File: config.mk
export PLATFORM = sky130hd
export DESIGN_NAME = bft_ctrl
export DESIGN_NICKNAME = d
export VERILOG_FILES = /design/src/rtl/bft_pkg.sv /design/src/rtl/bft_ctrl.sv
export SDC_FILE = /design/constraint.sdc
export NUM_CORES = 1
export LEC_CHECK = 0
export BUFFER_PORTS_ARGS = -buffer_cell sky130_fd_sc_hd__buf_4
export CAP_MARGIN = 10
export CORE_AREA = 8 8 45 47
export CTS_CLUSTER_DIAMETER = 100
export CTS_CLUSTER_SIZE = 24
export DETAILED_ROUTE_END_ITERATION = 16
export DIE_AREA = 0 0 53 55
export PLACE_DENSITY = 0.64
export SETUP_SLACK_MARGIN = 0.05
export SLEW_MARGIN = 30
export SYNTH_ARGS = -nofsm -noshare
export SYNTH_HDL_FRONTEND = slang
export SYNTH_SLANG_ARGS = --single-unit
File: constraint.sdc
create_clock -name clk -period 1.48 [get_ports clk]
set_input_delay 0.148 -clock clk [delete_from_list [all_inputs] [get_ports clk]]
set_output_delay 0.148 -clock clk [all_outputs]
set_load 0.005 [all_outputs]
File: src/rtl/bft_pkg.sv
// Shared types and constants of the bidirectional flow table.
`timescale 1ns / 1ps
`default_nettype none

package bft_pkg;

    typedef enum logic [2:0] {
        FUNC_PACKET = 3'd0,
        FUNC_TICK   = 3'd1,
        FUNC_SWEEP  = 3'd2,
        FUNC_CLOSE  = 3'd3,
        FUNC_READ   = 3'd4
    } func_t;

    typedef enum logic [1:0] {
        ST_ACTIVE = 2'd0,
        ST_IDLE   = 2'd1,
        ST_CLOSED = 2'd2
    } flow_state_t;

    localparam logic [19:0] TIMEOUT_RESET = 20'd300;

    // Packet status codes that bump a counter.
    localparam logic [1:0] PSTAT_RETRANS = 2'd1;
    localparam logic [1:0] PSTAT_ERROR   = 2'd2;

    typedef struct packed {
        logic [31:0] src;
        logic [31:0] dst;
        logic [7:0]  proto;
        flow_state_t state;
        logic [47:0] bytes;
        logic [31:0] pkts;
        logic [31:0] retr;
        logic [31:0] errs;
        logic [39:0] lat;
        logic [31:0] last;
    } entry_t;

    localparam int ENTRY_W = $bits(entry_t);

    typedef enum logic [2:0] {
        WR_NONE,
        WR_HIT,
        WR_NEW,
        WR_SWEEP,
        WR_CLOSE
    } wr_sel_t;

    typedef enum logic [2:0] {
        HOLD_NONE,
        HOLD_HIT,
        HOLD_NEW,
        HOLD_REJ,
        HOLD_CLOSE,
        HOLD_READ
    } hold_sel_t;

    typedef enum logic [2:0] {
        CS_IDLE,
        CS_DECODE,
        CS_READ,
        CS_EVAL,
        CS_NEW,
        CS_OUT
    } ctrl_state_t;

    typedef struct packed {
        logic      latch;
        logic      ptr_zero;
        logic      ptr_id;
        logic      ptr_inc;
        logic      rd_en;
        wr_sel_t   wr_sel;
        logic      hold_load;
        hold_sel_t hold_sel;
        logic      tick;
        logic      out_load;
    } bft_cmd_t;

    typedef struct packed {
        logic [2:0] func;
        logic       matched;
        logic       last;
        logic       full;
        logic       used_zero;
        logic       id_ok;
        logic       out_busy;
    } bft_status_t;

endpackage

`default_nettype wire

File: src/rtl/bft_ctrl.sv
// Sequencing state machine of the flow table.
`timescale 1ns / 1ps
`default_nettype none

module bft_ctrl (
    input  wire logic                 clk,
    input  wire logic                 rst_n,
    input  wire logic                 in_valid,
    output logic                      in_stall,
    input  wire bft_pkg::bft_status_t status,
    output bft_pkg::bft_cmd_t         cmd
);
    import bft_pkg::*;

    ctrl_state_t state_reg;
    ctrl_state_t state_next;

    always_ff @(posedge clk or negedge rst_n)
    begin
        if (!rst_n)
        begin
            state_reg <= CS_IDLE;
        end
        else
        begin
            state_reg <= state_next;
        end
    end

    assign in_stall = (state_reg != CS_IDLE);

    always_comb
    begin
        cmd        = '0;
        cmd.wr_sel   = WR_NONE;
        cmd.hold_sel = HOLD_NONE;
        state_next = state_reg;
        case (state_reg)
            CS_IDLE:
            begin
                if (in_valid)
                begin
                    cmd.latch  = 1'b1;
                    state_next = CS_DECODE;
                end
            end
            CS_DECODE:
            begin
                case (func_t'(status.func))
                    FUNC_PACKET:
                    begin
                        if (status.used_zero)
                        begin
                            state_next = CS_NEW;
                        end
                        else
                        begin
                            cmd.ptr_zero = 1'b1;
                            state_next   = CS_READ;
                        end
                    end
                    FUNC_TICK:
                    begin
                        cmd.tick      = 1'b1;
                        cmd.hold_load = 1'b1;
                        state_next    = CS_OUT;
                    end
                    FUNC_SWEEP:
                    begin
                        if (status.used_zero)
                        begin
                            cmd.hold_load = 1'b1;
                            state_next    = CS_OUT;
                        end
                        else
                        begin
                            cmd.ptr_zero = 1'b1;
                            state_next   = CS_READ;
                        end
                    end
                    FUNC_CLOSE, FUNC_READ:
                    begin
                        if (status.id_ok)
                        begin
                            cmd.ptr_id = 1'b1;
                            state_next = CS_READ;
                        end
                        else
                        begin
                            cmd.hold_load = 1'b1;
                            state_next    = CS_OUT;
                        end
                    end
                    default:
                    begin
                        cmd.hold_load = 1'b1;
                        state_next    = CS_OUT;
                    end
                endcase
            end
            CS_READ:
            begin
                cmd.rd_en  = 1'b1;
                state_next = CS_EVAL;
            end
            CS_EVAL:
            begin
                case (func_t'(status.func))
                    FUNC_PACKET:
                    begin
                        if (status.matched)
                        begin
                            cmd.wr_sel    = WR_HIT;
                            cmd.hold_load = 1'b1;
                            cmd.hold_sel  = HOLD_HIT;
                            state_next    = CS_OUT;
                        end
                        else if (status.last)
                        begin
                            if (status.full)
                            begin
                                cmd.hold_load = 1'b1;
                                cmd.hold_sel  = HOLD_REJ;
                                state_next    = CS_OUT;
                            end
                            else
                            begin
                                state_next = CS_NEW;
                            end
                        end
                        else
                        begin
                            cmd.ptr_inc = 1'b1;
                            state_next  = CS_READ;
                        end
                    end
                    FUNC_SWEEP:
                    begin
                        cmd.wr_sel = WR_SWEEP;
                        if (status.last)
                        begin
                            cmd.hold_load = 1'b1;
                            state_next    = CS_OUT;
                        end
                        else
                        begin
                            cmd.ptr_inc = 1'b1;
                            state_next  = CS_READ;
                        end
                    end
                    FUNC_CLOSE:
                    begin
                        cmd.wr_sel    = WR_CLOSE;
                        cmd.hold_load = 1'b1;
                        cmd.hold_sel  = HOLD_CLOSE;
                        state_next    = CS_OUT;
                    end
                    default:
                    begin
                        cmd.hold_load = 1'b1;
                        cmd.hold_sel  = HOLD_READ;
                        state_next    = CS_OUT;
                    end
                endcase
            end
            CS_NEW:
            begin
                cmd.wr_sel    = WR_NEW;
                cmd.hold_load = 1'b1;
                cmd.hold_sel  = HOLD_NEW;
                state_next    = CS_OUT;
            end
            CS_OUT:
            begin
                if (!status.out_busy)
                begin
                    cmd.out_load = 1'b1;
                    state_next   = CS_IDLE;
                end
            end
            default:
            begin
                state_next = CS_IDLE;
            end
        endcase
    end

    // A result is only presented after the item has been decoded.
    assert property (@(posedge clk) disable iff (!rst_n)
        cmd.out_load |-> state_reg == CS_OUT)
        else $error("result loaded outside the output state");

    // A write is only issued from an evaluate or append step.
    assert property (@(posedge clk) disable iff (!rst_n)
        (cmd.wr_sel != WR_NONE) |-> (state_reg == CS_EVAL || state_reg == CS_NEW))
        else $error("table write outside evaluate or append");

    // Every evaluate step follows a read of the table.
    assert property (@(posedge clk) disable iff (!rst_n)
        state_reg == CS_EVAL |-> $past(cmd.rd_en))
        else $error("evaluate without a preceding read");

endmodule

`default_nettype wire

# Word-level counts from Yosys, hierarchy flattened
# Index checks and enable logic that the tools add are counted.
[word_totals] ff_bits=3 in_bits=12 elab_cells=60
[classes] n_eq_ne=11 n_mux=42 reduce_logical=6
[op_table] cell="case mux 3 bit (3 select lines)" count=3
[op_table] cell="2-to-1 mux 3 bit" count=8
[op_table] cell="2-to-1 mux 1 bit" count=19
[op_table] cell="case mux 3 bit (2 select lines)" count=3
[op_table] cell="case mux 3 bit (6 select lines)" count=1
[op_table] cell="equality test 3 x 2 -> 1 bit, second input constant" count=4
[op_table] cell="2-to-1 mux 4 bit" count=3
[op_table] cell="equality test 3 bit, second input constant" count=3
[op_table] cell="equality test 3 x 1 -> 1 bit, second input constant" count=2
[op_table] cell="zero test 3 bit" count=2
[op_table] cell="case mux 1 bit (3 select lines)" count=2
[op_table] cell="inequality test 2 bit, second input constant" count=2
[op_table] cell="case mux 1 bit (2 select lines)" count=2
[op_table] cell="OR reduction 2 bit" count=2
[op_table] cell="nonzero test 3 bit" count=1
[op_table] cell="2-to-1 mux 2 bit" count=1
[op_table] cell="AND reduction 2 bit" count=1

# Logic depth before layout (Yosys ltp)
[depth] depth_word=5 mapped_depth=5 depth_no_buf=4

# Least setup slack after synthesis
# No wires, ideal clock.
[synth_path] path_type="register to output" startpoint="register state_reg[2]" endpoint="output port cmd[3] (netlist name)" arrival_time_ps=1125 path_slack_ps=207 path_stages_with_launch=5 path_buffers=1 cell_sequence="dfrtp_1 -> clkbuf_1 -> nor2_2 -> nand2_1 -> o41ai_1"
[synth_rtl] item="from (decl)" line="bft_ctrl.sv:15" rtl="ctrl_state_t state_reg;"
[synth_rtl] item="from (signal assigned)" line="bft_ctrl.sv:26" rtl="state_reg <= state_next;"
[synth_rtl] item="to (decl)" line="bft_ctrl.sv:11" rtl="output bft_pkg::bft_cmd_t cmd"

==> reports/results.md <==
• 40 ps — clock input transition at the sequential cells of the worst setup and hold paths
• 29 — post-synthesis cell type count
• dfrtp_1 — cell type with the largest total area after synthesis
• 658.1 µm² — standard cell area after detailed placement
• 1380 ps — arrival time worst endpoint
• buf_6 -> or3_4 -> nor2_2 -> buf_4 — CP cell instances
• state_reg[0] — worst reg2reg path startpoint
• 14 — num rows
• 654.7 MHz — max frequency
• 0 — post-route ant nets
• 53 µm — Die Wd
• 118 — Total Nets Final
• 3 — clock buffers created by TritonCTS
• dfrtp_1 — Slowest cell on crit path
• 1359 nW/µm² — Cell Pwr Density
• 2.405 ps — final clock skew
• 615 — total via count after detailed routing
• 0 — max-slew violation count
• 1701 µm — DRT Wirelength
• 17.14% — fraction of the yosys area taken by sequential cells
• 4 — number of detailed-route iterations in the first pass
• 79 — post-synthesis net count
• 75.75% — tightest slew margin relative to the limit
• 0 — drt drc
• 0 — count of synthesis-stage warnings from yosys
• 103.2% — fin crit share
• 102.3% — synthesis-to-finish area growth
• 2 — largest buffer count on any clock path
• 180 ps — slack of the worst reg-to-reg path
• 11.32% — total global routing track utilization
• flop — type of element launching the critical path
• 16 — Detailed Route Iter0 Violations
• 2915 µm² — Die Area
• 55 µm — Die Ht
• 0.8093 — final weighted congestion in routability-driven placement
• setup timing — failing checks
• 2 — number of buffers and inverters on the critical path
• 3 — number of flip-flops in the largest register
• 12.2% — part of the total power dissipated in the clock network
• 885.9 µm² — Final Instance Area
• 58.10% — share of cells above drive strength 1
• 0 — number of enable-type register cells in the synthesized netlist
• 3 — total number of clock tree sinks
• nor2_1 (13), nand2_1 (8), nand2b_1 (4) — Post-synth top cells
• 1528 ps — min Tclk post-route
• 361.0 ps — actual slew at the worst max-slew pin
• 2615 µm — wire length of the first global-routing pass
• 4 — maximum fanout along the worst path
• 1148 µm — sum of net half-perimeters after detailed placement
• 26 — number of port buffers
• 100.0% — Synth async-reset ratio
• clkbuf_4 — root buf cell
• state_reg[0] — terminus of the critical flop-to-flop path
• 230 ps — clk_lat worst skew
• 109 — Cells after DPL
• 6.536 µm² — synthesized area per cell
• output pin — type of element capturing the critical path
• 0 — number of diodes added for antenna fixing
• 1330 ps — CP required
• dfrtp_1 — main flop type after synthesis
• dfrtp_1 (17%), nor2_1 (11%), nand2_1 (6.9%), nand2b_1 (5.7%), nand3b_1 (5.1%) — largest cells by area after synthesis
• in2async — class of the most critical hold timing path
• 0 — final count of hold timing violations
• 5.083 — routed via count divided by cell count
• 13 — pin count of the biggest net entering global routing
• 437.9 µm² — cell area after synthesis
• 1 — count of final setup violators
• 31.65% — Initial Util
• 121 — Post-Layout Cell Count
• 3 — flop and latch count out of synthesis
• 0 — number of maximum-capacitance violations
• 420 ps — maximum cell stage delay along the critical path
• simple AND/OR/NAND/NOR gates — cell family with the largest share of critical-path delay
• 27 — I/O Pins
• 473.3 µW — switching pwr
• 72.3% — Comb power frac
• -47.53 ps — PnR worst setup slack
• finished, violations left — run status
• 39.31% — switching share of power
• 0 — initial antenna violation count
• nor2_1 — leading cell type by number of instances after synthesis
• 15.5% — Reg power frac
• 0.0004933 V — Peak VDD IR
• 17.14% — Synth top area share
• 67 — number of standard cells after synthesis
• 621 — vias in the first global route
• true — setup repair after global routing missed its margin
• built — clock tree from TritonCTS
• 0.4068 nW — cell leakage power
• 14.06 µm — DR WL/cell
• 0 — total gr overflow
• state_reg[0] — launching element of the worst setup path
• 730.8 µW — Internal Pwr Total
• 1384 µm² — area of the core
• 5 — logic depth of the worst register-to-register path
• reg2out — Crit Path Class
• 1 — CTS HTree Levels
worst max path at each step:
stage                     cells past startpoint  slack [ps]      end
final                                         4         -50  cmd[13]
after global routing                          4        -120  cmd[13]
after CTS                                     4         -50   cmd[1]
after detailed placement                      4         150   cmd[3]
after global placement                        4         130   cmd[3]
after floorplan                               4         210   cmd[3]
cell usage in the layout, fill, tap and decap left out, types with 2 or more instances in the layout:
master	n
nor2_1	7
buf_6	13
and4b_1	2
buf_4	23
nand2b_1	4
nor2b_4	2
nand3b_1	3
o21ai_0	3
nand2_1	6
inv_1	3
nor2_2	3
nor2_4	5
clkbuf_4	3
nand3_1	2
dfrtp_2	2
nor3_1	3
a31oi_1	2
metrics by stage:
stage	TNS [ps]	util (%)	hold slack (ps)	worst slack, ps	total power [mW]
3_5_place_dp	0	47.56	-59.46	151.7	0.7241
6_report	-47.53	64.01	243.9	-47.53	1.204
4_1_cts	-108.7	56.78	236.5	-48.20	1.081
2_1_floorplan	0	-	-147.6	206.8	0.4584
3_3_place_gp	0	47.56	-61.70	134.5	0.7245
5_1_grt	-593.1	64.01	254.1	-120.9	1.307
logic make-up after synthesis:
kind of cell    share of synthesized area [%]
flops                                   17.14
simple gates                            54.00
compound gates                          20.57
buf+inv                                 8.285
worst reg2reg max path, delay by kind of cell, from the launching register on:
family / cells / cell delay (ps)
simple gates: 1 / 80
compound gates: 1 / 340
buf+inv: 3 / 400
flops: 1 / 420
repair_timing:
action | 4_1_cts | 5_1_grt
endpoints found under the hold margin | 3 | 0
pin swaps | 5 | 7
endpoints found under the setup margin | 11 | 15
resized for setup | 14 | 25
hold buffers | 1 | 0
setup buffers | 6 | 1
cloned | 0 | 0
cell type report:
type | instances | area (µm²)
fill | 136 | 498.0
multi-input combinational | 57 | 416.7
timing repair buffer | 38 | 334.1
sequential | 3 | 77.57
clock buffer | 4 | 26.28
tap | 16 | 20.02
inverter | 3 | 11.26
power groups by stage:
| stage | clock, mW | combinational [mW] | sequential (mW) |
|---|---|---|---|
| global placement | 0 | 0.552 | 0.172 |
| global route | 0.172 | 0.942 | 0.193 |
| CTS | 0.151 | 0.754 | 0.176 |
| finish | 0.147 | 0.870 | 0.187 |
| detailed placement | 0 | 0.554 | 0.171 |
| floorplan | 0 | 0.322 | 0.136 |
layer usage:
layer  vias up  share of wire (%)  GRT usage (%)  routed length, µm
met5         -                  0              0                  0
met4         0                  0          1.293                  0
met3         0                9.1          5.080                155
met2        21                 50          19.92                855
met1       283                 41          12.65                690
li1        311                  -              -                  -
No activity file was read; power rests on OpenSTA's default activity.
